$ cat src/sv/ptal_pkg.sv
// Package for the presence auto-lock block: codes, config and state types, deadline compare function.
`default_nettype none
package ptal_pkg;

  localparam int unsigned IdW      = 48;
  localparam int unsigned TimeW    = 32;
  localparam int unsigned TimeoutW = 31;
  localparam int unsigned CfgIdxW  = 2;
  localparam int unsigned CfgDataW = 48;

  localparam logic [TimeoutW-1:0] TimeoutReset = TimeoutW'(30000);

  typedef enum logic [2:0] {
    OP_TICK      = 3'd0,
    OP_HEARTBEAT = 3'd1,
    OP_RADIO     = 3'd2,
    OP_LOCKSTATE = 3'd3,
    OP_RESTART   = 3'd4
  } op_e;

  typedef enum logic [1:0] {
    ACT_NONE   = 2'd0,
    ACT_LOCK   = 2'd1,
    ACT_UNLOCK = 2'd2
  } action_e;

  typedef enum logic [1:0] {
    CAUSE_NONE   = 2'd0,
    CAUSE_MANUAL = 2'd1,
    CAUSE_AWAY   = 2'd2
  } cause_e;

  typedef enum logic [CfgIdxW-1:0] {
    CFG_ENABLE          = 2'd0,
    CFG_SELECTED_DEVICE = 2'd1,
    CFG_AWAY_TIMEOUT    = 2'd2
  } cfg_idx_e;

  typedef struct packed {
    logic                enable;
    logic [IdW-1:0]      selected_device;
    logic [TimeoutW-1:0] away_timeout_ms;
  } ptal_cfg_t;

  typedef struct packed {
    logic             radio_present;
    logic             seen_recently;
    logic [TimeW-1:0] away_deadline;
    cause_e           lock_cause;
  } ptal_state_t;

  typedef struct packed {
    logic [2:0]       op;
    logic [IdW-1:0]   sender_id;
    logic             present;
    logic             locked;
    logic [1:0]       lock_cause;
    logic [TimeW-1:0] now_ms;
  } ptal_item_t;

  // Deadline reached when (now - deadline) mod 2^32 has its top bit clear
  function automatic logic deadline_passed(logic [TimeW-1:0] now,
                                           logic [TimeW-1:0] deadline);
    logic [TimeW-1:0] diff;
    diff = now - deadline;
    return ~diff[TimeW-1];
  endfunction

endpackage
`default_nettype wire

$ cat src/sv/ptal_if.sv
// Valid/ready channel interfaces for event items and result items.
`default_nettype none
interface ptal_evt_if import ptal_pkg::*; ();
  logic             valid;
  logic             ready;
  logic [2:0]       op;
  logic [IdW-1:0]   sender_id;
  logic             present;
  logic             locked;
  logic [1:0]       lock_cause;
  logic [TimeW-1:0] now_ms;

  modport source (output valid, op, sender_id, present, locked, lock_cause, now_ms,
                  input ready);
  modport sink (input valid, op, sender_id, present, locked, lock_cause, now_ms,
                output ready);
endinterface

interface ptal_res_if;
  logic       valid;
  logic       ready;
  logic [1:0] action;
  logic       online;

  modport source (output valid, action, online, input ready);
  modport sink (input valid, action, online, output ready);
endinterface
`default_nettype wire

$ cat src/sv/ptal_step.sv
// Per-event update: next state, action and online flag for one item.
`default_nettype none
module ptal_step import ptal_pkg::*; (
  input  ptal_cfg_t   cfg_i,
  input  ptal_state_t state_i,
  input  ptal_item_t  item_i,
  output ptal_state_t state_o,
  output action_e     action_o,
  output logic        online_o
);

  logic             match;
  logic [TimeW-1:0] rearm;
  action_e          arrival;

  assign match   = cfg_i.enable && (item_i.sender_id == cfg_i.selected_device);
  assign rearm   = item_i.now_ms + {1'b0, cfg_i.away_timeout_ms};
  assign arrival = (state_i.lock_cause == CAUSE_AWAY) ? ACT_UNLOCK : ACT_NONE;

  always_comb begin
    state_o  = state_i;
    action_o = ACT_NONE;
    case (item_i.op)
      OP_TICK: begin
        if (cfg_i.enable && !state_i.radio_present &&
            deadline_passed(item_i.now_ms, state_i.away_deadline)) begin
          state_o.seen_recently = 1'b0;
          if (state_i.lock_cause == CAUSE_NONE) begin
            action_o = ACT_LOCK;
          end
        end
      end
      OP_HEARTBEAT: begin
        if (match) begin
          state_o.seen_recently = 1'b1;
          state_o.away_deadline = rearm;
          action_o              = arrival;
        end
      end
      OP_RADIO: begin
        if (match) begin
          state_o.radio_present = item_i.present;
          state_o.away_deadline = rearm;
          if (item_i.present) begin
            state_o.seen_recently = 1'b1;
            action_o              = arrival;
          end
        end
      end
      OP_LOCKSTATE: begin
        if (!item_i.locked) begin
          state_o.lock_cause = CAUSE_NONE;
        end else begin
          case (item_i.lock_cause)
            CAUSE_NONE:   state_o.lock_cause = CAUSE_NONE;
            CAUSE_AWAY:   state_o.lock_cause = CAUSE_AWAY;
            default:      state_o.lock_cause = CAUSE_MANUAL;
          endcase
        end
      end
      OP_RESTART: begin
        state_o.radio_present = 1'b0;
        state_o.seen_recently = 1'b0;
        state_o.away_deadline = cfg_i.enable ? rearm : '0;
      end
      default: ;
    endcase
  end

  assign online_o = cfg_i.enable && (state_o.radio_present ||
                    (state_o.seen_recently &&
                     !deadline_passed(item_i.now_ms, state_o.away_deadline)));

endmodule
`default_nettype wire

$ cat src/sv/presence_timeout_auto_lock.sv
// Presence auto-lock controller: input register, event update, result register.
//
// Usage:
//   evt_i carries one event item (op, sender_id, present, locked, lock_cause,
//   now_ms) under valid/ready. res_o returns exactly one result item (action,
//   online) per event, in order. Registers enable, selected_device and
//   away_timeout_ms are written through cfg_we_i/cfg_idx_i/cfg_wdata_i while
//   no events are in flight; index 3 is ignored.
//   Path: an accepted event is held in the input register; its result is
//   then registered and shown on res_o once the result register is free or
//   its item is being taken by res_o.
//   Throughput: one event per cycle while res_o is not held; the state update is an add, a wrapping
//   deadline compare and a few selects between the two registers.
//   Reset: asynchronous, active low; clears both stages, the presence state
//   and the lock cause, and loads the register reset values.
//   Stall: while res_o is held, the result holds and one more event waits in
//   the input register; evt_i.ready drops only when both are full.
`default_nettype none
module presence_timeout_auto_lock import ptal_pkg::*; (
  input  wire logic                clk_i,
  input  wire logic                rst_ni,
  ptal_evt_if.sink                 evt_i,
  ptal_res_if.source               res_o,
  input  wire logic                cfg_we_i,
  input  wire logic [CfgIdxW-1:0]  cfg_idx_i,
  input  wire logic [CfgDataW-1:0] cfg_wdata_i
);

  ptal_cfg_t   cfg_q;
  ptal_state_t state_q, state_d;
  ptal_item_t  item_q;
  logic        in_vld_q;
  logic        out_vld_q;
  action_e     action_d;
  logic [1:0]  action_q;
  logic        online_d, online_q;
  logic        advance;

  assign advance     = in_vld_q && (!out_vld_q || res_o.ready);
  assign evt_i.ready = !in_vld_q || advance;

  always_ff @(posedge clk_i or negedge rst_ni) begin
    if (!rst_ni) begin
      cfg_q.enable          <= 1'b0;
      cfg_q.selected_device <= '0;
      cfg_q.away_timeout_ms <= TimeoutReset;
    end else if (cfg_we_i) begin
      case (cfg_idx_e'(cfg_idx_i))
        CFG_ENABLE:          cfg_q.enable          <= cfg_wdata_i[0];
        CFG_SELECTED_DEVICE: cfg_q.selected_device <= cfg_wdata_i[IdW-1:0];
        CFG_AWAY_TIMEOUT:    cfg_q.away_timeout_ms <= cfg_wdata_i[TimeoutW-1:0];
        default: ;
      endcase
    end
  end

  always_ff @(posedge clk_i or negedge rst_ni) begin
    if (!rst_ni) begin
      in_vld_q <= 1'b0;
    end else if (evt_i.ready) begin
      in_vld_q <= evt_i.valid;
    end
  end

  always_ff @(posedge clk_i) begin
    if (evt_i.valid && evt_i.ready) begin
      item_q.op         <= evt_i.op;
      item_q.sender_id  <= evt_i.sender_id;
      item_q.present    <= evt_i.present;
      item_q.locked     <= evt_i.locked;
      item_q.lock_cause <= evt_i.lock_cause;
      item_q.now_ms     <= evt_i.now_ms;
    end
  end

  ptal_step u_step (
    .cfg_i    (cfg_q),
    .state_i  (state_q),
    .item_i   (item_q),
    .state_o  (state_d),
    .action_o (action_d),
    .online_o (online_d)
  );

  always_ff @(posedge clk_i or negedge rst_ni) begin
    if (!rst_ni) begin
      state_q.radio_present <= 1'b0;
      state_q.seen_recently <= 1'b0;
      state_q.away_deadline <= '0;
      state_q.lock_cause    <= CAUSE_NONE;
      out_vld_q             <= 1'b0;
    end else begin
      if (advance) begin
        state_q <= state_d;
      end
      if (advance) begin
        out_vld_q <= 1'b1;
      end else if (res_o.ready) begin
        out_vld_q <= 1'b0;
      end
    end
  end

  always_ff @(posedge clk_i) begin
    if (advance) begin
      action_q <= action_d;
      online_q <= online_d;
    end
  end

  assign res_o.valid  = out_vld_q;
  assign res_o.action = action_q;
  assign res_o.online = online_q;

endmodule
`default_nettype wire

$ cat src/flat_wrapper.sv
// flat-port wrapper written by rule: the top's interface ports become plain ports
module presence_timeout_auto_lock_flat import ptal_pkg::*;
  (clk_i, rst_ni, cfg_we_i, cfg_idx_i, cfg_wdata_i, evt_i_valid, evt_i_op, evt_i_sender_id, evt_i_present, evt_i_locked, evt_i_lock_cause, evt_i_now_ms, evt_i_ready, res_o_valid, res_o_action, res_o_online, res_o_ready);
  ptal_evt_if evt_i_i ();
  ptal_res_if res_o_i ();
  input  wire logic clk_i;
  input  wire logic rst_ni;
  input  wire logic cfg_we_i;
  input  wire logic [CfgIdxW-1:0] cfg_idx_i;
  input  wire logic [CfgDataW-1:0] cfg_wdata_i;
  input wire logic [$bits(evt_i_i.valid)-1:0] evt_i_valid;
  input wire logic [$bits(evt_i_i.op)-1:0] evt_i_op;
  input wire logic [$bits(evt_i_i.sender_id)-1:0] evt_i_sender_id;
  input wire logic [$bits(evt_i_i.present)-1:0] evt_i_present;
  input wire logic [$bits(evt_i_i.locked)-1:0] evt_i_locked;
  input wire logic [$bits(evt_i_i.lock_cause)-1:0] evt_i_lock_cause;
  input wire logic [$bits(evt_i_i.now_ms)-1:0] evt_i_now_ms;
  output wire logic [$bits(evt_i_i.ready)-1:0] evt_i_ready;
  output wire logic [$bits(res_o_i.valid)-1:0] res_o_valid;
  output wire logic [$bits(res_o_i.action)-1:0] res_o_action;
  output wire logic [$bits(res_o_i.online)-1:0] res_o_online;
  input wire logic [$bits(res_o_i.ready)-1:0] res_o_ready;
  assign evt_i_i.valid = evt_i_valid;
  assign evt_i_i.op = evt_i_op;
  assign evt_i_i.sender_id = evt_i_sender_id;
  assign evt_i_i.present = evt_i_present;
  assign evt_i_i.locked = evt_i_locked;
  assign evt_i_i.lock_cause = evt_i_lock_cause;
  assign evt_i_i.now_ms = evt_i_now_ms;
  assign evt_i_ready = evt_i_i.ready;
  assign res_o_valid = res_o_i.valid;
  assign res_o_action = res_o_i.action;
  assign res_o_online = res_o_i.online;
  assign res_o_i.ready = res_o_ready;
  presence_timeout_auto_lock u_core (.clk_i(clk_i), .rst_ni(rst_ni), .evt_i(evt_i_i), .res_o(res_o_i), .cfg_we_i(cfg_we_i), .cfg_idx_i(cfg_idx_i), .cfg_wdata_i(cfg_wdata_i));
endmodule
$ cat config.mk
export PLATFORM = sky130hd
export DESIGN_NAME = presence_timeout_auto_lock_flat
export DESIGN_NICKNAME = d
export VERILOG_FILES = /design/src/sv/ptal_pkg.sv /design/src/sv/ptal_if.sv /design/src/sv/ptal_step.sv /design/src/sv/presence_timeout_auto_lock.sv /design/src/flat_wrapper.sv
export SDC_FILE = /design/constraint.sdc
export NUM_CORES = 1
export LEC_CHECK = 0
export BUFFER_PORTS_ARGS = -buffer_cell sky130_fd_sc_hd__buf_4
export CAP_MARGIN = 40
export CORE_MARGIN = 1
export CORE_UTILIZATION = 59
export CTS_BUF_LIST = sky130_fd_sc_hd__clkbuf_8 sky130_fd_sc_hd__clkbuf_16
export CTS_CLUSTER_SIZE = 40
export DETAILED_ROUTE_END_ITERATION = 16
export GPL_TIMING_DRIVEN = 0
export PLACE_DENSITY = 0.87
export SLEW_MARGIN = 20
export SYNTH_ARGS = -nofsm -noshare
export SYNTH_HDL_FRONTEND = slang
export SYNTH_SLANG_ARGS = --single-unit
$ cat constraint.sdc
create_clock -name clk_i -period 7.05 [get_ports clk_i]
set_input_delay 0.705 -clock clk_i [delete_from_list [all_inputs] [get_ports clk_i]]
set_output_delay 0.705 -clock clk_i [all_outputs]
set_load 0.01 [all_outputs]
# Yosys cells after proc, flatten, opt, wreduce, memory -nomap -nowiden
# Index checks and enable logic that the tools add are counted.
# op_classes
addsub	3
n_eq_ne	9
muxes	19
n_reduce_logical	22
bitwise	1
# op_table
operator	count
case mux 32 bit (3 select lines)	1
subtractor 32 bit	2
equality test 48 bit	1
two-way mux 34 bit	1
two-way mux 33 bit	1
adder 32 x 31 -> 32 bit	1
two-way mux 32 bit	1
two-way mux 2 bit	6
AND reduction 2 bit	4
logical AND 1 bit	7
equality test 2 bit (second input constant)	3
equality test 3 x 2 -> 1 bit (second input constant)	2
logical NOT 2 bit	3
case mux 2 bit (3 select lines)	1
two-way mux 1 bit	5
case mux 1 bit (4 select lines)	1
case mux 2 bit (2 select lines)	1
equality test 3 x 1 -> 1 bit (second input constant)	1
equality test 3 bit (second input constant)	1
logical NOT 1 bit	3
logical NOT 3 bit	1
logical OR 1 bit	3
equality test 2 x 1 -> 1 bit (second input constant)	1
case mux 1 bit (2 select lines)	1
other kinds (2)	2
# totals
elab_cells	71
output_inout_bits	5
register_bits	208

# Longest topological paths before layout
# depth
word_depth	8
mapped_depth	24
depth_no_buf	24

# Modules after synthesis
# A second synthesis with hierarchy kept.
# unflattened
hier_cells	957
area_unflattened_um2	11524.8
# by_module_without_submodules
module	area_per_inst_um2	n_inst	cells_each
presence_timeout_auto_lock	7148.1	1	345
ptal_step	4376.7	1	612

# Worst setup path before layout
# Ideal clock, no wire load.
# synth_timing
kind	register -> register
startpoint	register u_core.cfg_q[35] (netlist bit)
endpoint	register u_core.online_q (netlist: u_core.res_o.online), data pin
slack_ns	1.725
stages_incl_launch_ff	21
setup_ns	0.135
arrival_time_ns	5.189
path_buffers	2
cell_sequence	dfrtp_1 > xor2_1 > or4_1 > or4_1 > or4_1 > or3_4 > o21a_1 > clkbuf_1 > clkbuf_1 > a22oi_1 > ha_1 > nand2_1 > nor3_1 > nand3_1 > or3_1 > a2111oi_0 > and2_1 > a2111oi_0 > a21o_1 > or4b_1 > nand3b_1
# synth_between
elab_chain_len	8
word_cells_on_any_way	11
cone_classes	1 x add/sub; 1 x eq/ne; 5 x mux; 4 x reduce/logical
# synth_rtl
item	line	rtl
from (decl)	presence_timeout_auto_lock.sv:29	ptal_cfg_t cfg_q;
equality test 48 bit *	ptal_step.sv:16	assign match = cfg_i.enable && (item_i.sender_id == cfg_i.selected_device);
logical AND 1 bit *	ptal_step.sv:16	
two-way mux 34 bit / two-way mux 33 bit (equally long branches)	ptal_step.sv:41, ptal_step.sv:34	
case mux 32 bit (3 select lines)	ptal_step.sv:23	case (item_i.op)
subtractor 32 bit	ptal_pkg.sv:65	diff = now - deadline;
logical AND 1 bit	ptal_step.sv:71	(state_o.seen_recently &&
logical OR 1 bit *	ptal_step.sv:70	assign online_o = cfg_i.enable && (state_o.radio_present ||
logical AND 1 bit *	ptal_step.sv:70	
named net u_core.online_d	presence_timeout_auto_lock.sv:36	logic online_d, online_q;
to (signal assigned)	presence_timeout_auto_lock.sv:107	online_q <= online_d;
to (decl)	presence_timeout_auto_lock.sv:36	
# The timed path passes the listed nets; every way through them passes the cells marked *.
# A chain may end at the register's enable or synchronous reset.

# Worst setup path in the final report
# layout_timing
startpoint	register u_core.cfg_q[55] (netlist bit)
endpoint	register u_core.online_q (netlist: u_core.res_o.online), data pin
# Same word-level chain as after synthesis.

==> out/qor.yml <==
run_status:
  status: "finished, final reports clean"
die:
  die_w_um: 140
  die_h_um: 140
  core.rowCount: 50
  core_area_um2: 18700
  dieArea_um2: 19600
  num_io_pins: 147
  initial_core_util_pct: 60.1
timing:
  hold_violations: 0
  finalCriticalPeriod_ps: 6480
  slew-limit-headroom_pct: 48.0
  hold_ws_ps: 206
  fin_crit_sh_pct: 91.9
  setup_viol: 0
  fin_setup_tns_ps: 0
  rsz0062_at_grt: "no"
  slew_violations: 0
  max_freq_mhz: 154
  worst_pin_slew_ps: 779
  fin_skew_ps: 13.4
worst_setup_path:
  cp-end-kind: "register"
  path_class: "register to register"
  critical_path_required_ps: 7430
  arrival_ps: 6860
  start_kind: "register"
  cp_max_fo: 10
logic_synthesis:
  ys_ff_latch: 208
  seq_area_frac_synth_pct: 50.4
  syn_nets: 1197
  yosysWarningCount: 0
  synth-edff-count: 90
  syn_inst: 963
  synth_cell_type_count: 62
  synth.avg_cell_area_um2: 11.7
  synthFlopType: "dfrtp_1"
  async_reset_ff_share_pct: 56.7
  syn-cell-area_um2: 11200
clock_network:
  cts_max_level: 1
  cts_hold_buffers: 0
  cts_tree: "built"
  numCtsBuffers: 23
  root_buffer: "clkbuf_16"
  clock-sinks: 208
  max-clock-path-buffers: 3
  insertion_delay_ps: 530
  post_cts_buffers: 0
  clkSlewWorstSetupHoldPaths_ps: 60
  cts_resized: 0
place:
  dp.final_hpwl_mm: 21.0
  placed_cell_area_um2: 12700
  port_buffers: 146
  place_congestion: 0.934
drt:
  drt_pre_antenna_iters: 5
  drc: 0
  drtAntennaViolNets: 0
  num_vias: 8424
  viasPerCell: 6.06
  avgRoutedWirePerCell_um: 20.7
  routed_wl_mm: 28.7
  drtIter0Drc: 586
pwr:
  leakagePower_uw: 0.00587
  ir_worst_vdd_mv: 0.235
  p_per_area_nw_per_um2: 316
  p_total_uw: 4290
global_routing:
  grt.met1_usage_pct: 37.4
  grt-ovfl-total: 0
  grt_util_met3_pct: 6.22
  grt_first_pass_wirelength_mm: 44.7
  grtUsageTotal_pct: 29.7
  busiest_layer: "met2"
  grt_pass1_vias: 8683
  grt_util_met2_pct: 49.4
  antenna_found_initial: 0
  grt_max_degree: 75
finish:
  fill_cells: 1193
  diodes: 0
  finalNetCount: 1372
  fin_area_um2: 13600
  syn2layout_area_growth_pct: 20.6
  drive_gt1_share_pct: 24.8
  final_core_util_pct: 72.5
job:
  max_cap_viol_count: 0
min_path:
  hp-class: "primary input to async pin"
## area by class of cell
type / count / area, um^2 / share of cell area, %
buffer: 22 / 82.6 / 0.609
clock buffer: 26 / 628 / 4.63
clock inverter: 16 / 229 / 1.69
inverter: 54 / 203 / 1.50
multi-input combinational: 679 / 5300 / 39.1
sequential: 208 / 5660 / 41.8
tap: 234 / 293 / 2.16
timing repair buffer: 150 / 1150 / 8.52
## power by group
group          leakage [uW]  switching (uW)  internal [uW]  total, uW
registers           0.00227             187           1490       1680
logic               0.00317             655            607       1260
clock network      0.000431             517            830       1350
## per-layer routing
layer / routed length [um] / up-vias
met3: 2180 / 87
met4: 1370 / 0
li1: - / 3956
met1: 11800 / 4018
met2: 13400 / 363
met5: 0 / -
## cells in the mapped netlist (3+ instances only)
cell type / number / share of area [%]
a2111oi_0: 10 / 0.78
a211oi_1: 8 / 0.53
a21o_1: 25 / 1.7
a21oi_1: 55 / 2.4
a22o_1: 7 / 0.55
a22oi_1: 21 / 1.4
a2bb2oi_1: 4 / 0.31
a31oi_1: 3 / 0.17
a32oi_1: 4 / 0.31
and2_1: 4 / 0.22
and3_1: 4 / 0.22
buf_1: 5 / 0.17
clkbuf_1: 17 / 0.57
dfrtp_1: 111 / 25
dfstp_2: 7 / 1.6
edfxtp_1: 90 / 24
ha_1: 91 / 10
inv_1: 54 / 1.8
mux2_2: 81 / 8.1
nand2_1: 61 / 2.0
nand2b_1: 19 / 1.1
nand3_1: 8 / 0.36
nand3b_1: 7 / 0.47
nand4_1: 20 / 1.1
nor2_1: 23 / 0.77
nor2b_1: 16 / 0.89
nor3_1: 10 / 0.45
nor4_1: 5 / 0.28
o2111ai_1: 3 / 0.23
o211ai_1: 4 / 0.27
o21a_1: 8 / 0.53
o21ai_0: 53 / 2.4
o21bai_1: 5 / 0.33
o31a_1: 5 / 0.39
o31ai_1: 3 / 0.20
or2_2: 4 / 0.22
or3_1: 12 / 0.67
or4_1: 4 / 0.27
xnor2_1: 46 / 3.6
xor2_1: 16 / 1.2
## critical path, stage by stage, from the launching register on
cell and delay (ps):
dfrtp_1 430, xnor2_1 210, nand4_1 130, nor4_1 520
nand2_1 340, o41ai_2 610, and2_1 210, clkbuf_1 440
clkbuf_1 550, a22oi_1 190, ha_1 320, nand2_1 90
nor3_1 210, nand3_1 130, or3_1 440, a2111oi_0 290
buf_1 230, and2_1 150, a2111oi_0 50, a21o_1 190
or4b_1 480, nand3b_1 120
## registers in the layout, indices dropped and copies added (netlist names)
signal,flops
u_core.state_q,36
u_core.in_vld_q,1
u_core.res_o.online,1
u_core.res_o.valid,1
u_core.cfg_q,80
u_core.res_o.action,2
u_core.item_q,87
## per-stage QoR
| step | worst slack, ps | instances |
|---|---|---|
| final | 572 | 1389 |
| after global routing | 150 | 1389 |
| after CTS | 579 | 1389 |
| after detailed placement | 699 | 1347 |
| after global placement | 358 | 1343 |
| after floorplan | 1730 | 963 |
## worst paths after layout
| path | start | to | slack [ps] | cells after the start |
|---|---|---|---|---|
| worst max-delay path | u_core.cfg_q[55] | u_core.res_o.online | 570 | 21 |
| worst min-delay path | rst_ni | u_core.cfg_q[63] | 210 | 1 |
| worst max register to register | u_core.cfg_q[55] | u_core.res_o.online | 570 | 21 |
| worst min register to register | u_core.in_vld_q | u_core.res_o.valid | 500 | 1 |
| max in group asynchronous | rst_ni | u_core.cfg_q[4] | 6100 | 2 |
| min in group clk_i | evt_i_lock_cause[1] | u_core.item_q[33] | 340 | 1 |
## kinds of logic (layout without fill, tap and decap cells)
kind of cell / after synthesis / in the layout / synth area share (%)
AOI/OAI and AO/OA: 237 / 237 / 14.0
and+or+nand+nor: 206 / 206 / 9.70
DFF: 208 / 208 / 50.4
muxes: 82 / 82 / 8.20
xor gates and xnor gates: 62 / 62 / 4.83
adders and majority gates: 92 / 92 / 10.3
buffers and inverters: 76 / 268 / 2.54
## layout by cell type, fill, tap and decap left out, types with 25 or more instances in the layout
cell type / count
a21oi_1: 55
edfxtp_1: 90
buf_4: 145
a21o_1: 25
ha_1: 91
nand2_1: 61
mux2_2: 81
o21ai_0: 53
inv_1: 56
dfrtp_1: 111
xnor2_1: 46
(Power assumes the default switching activity.)
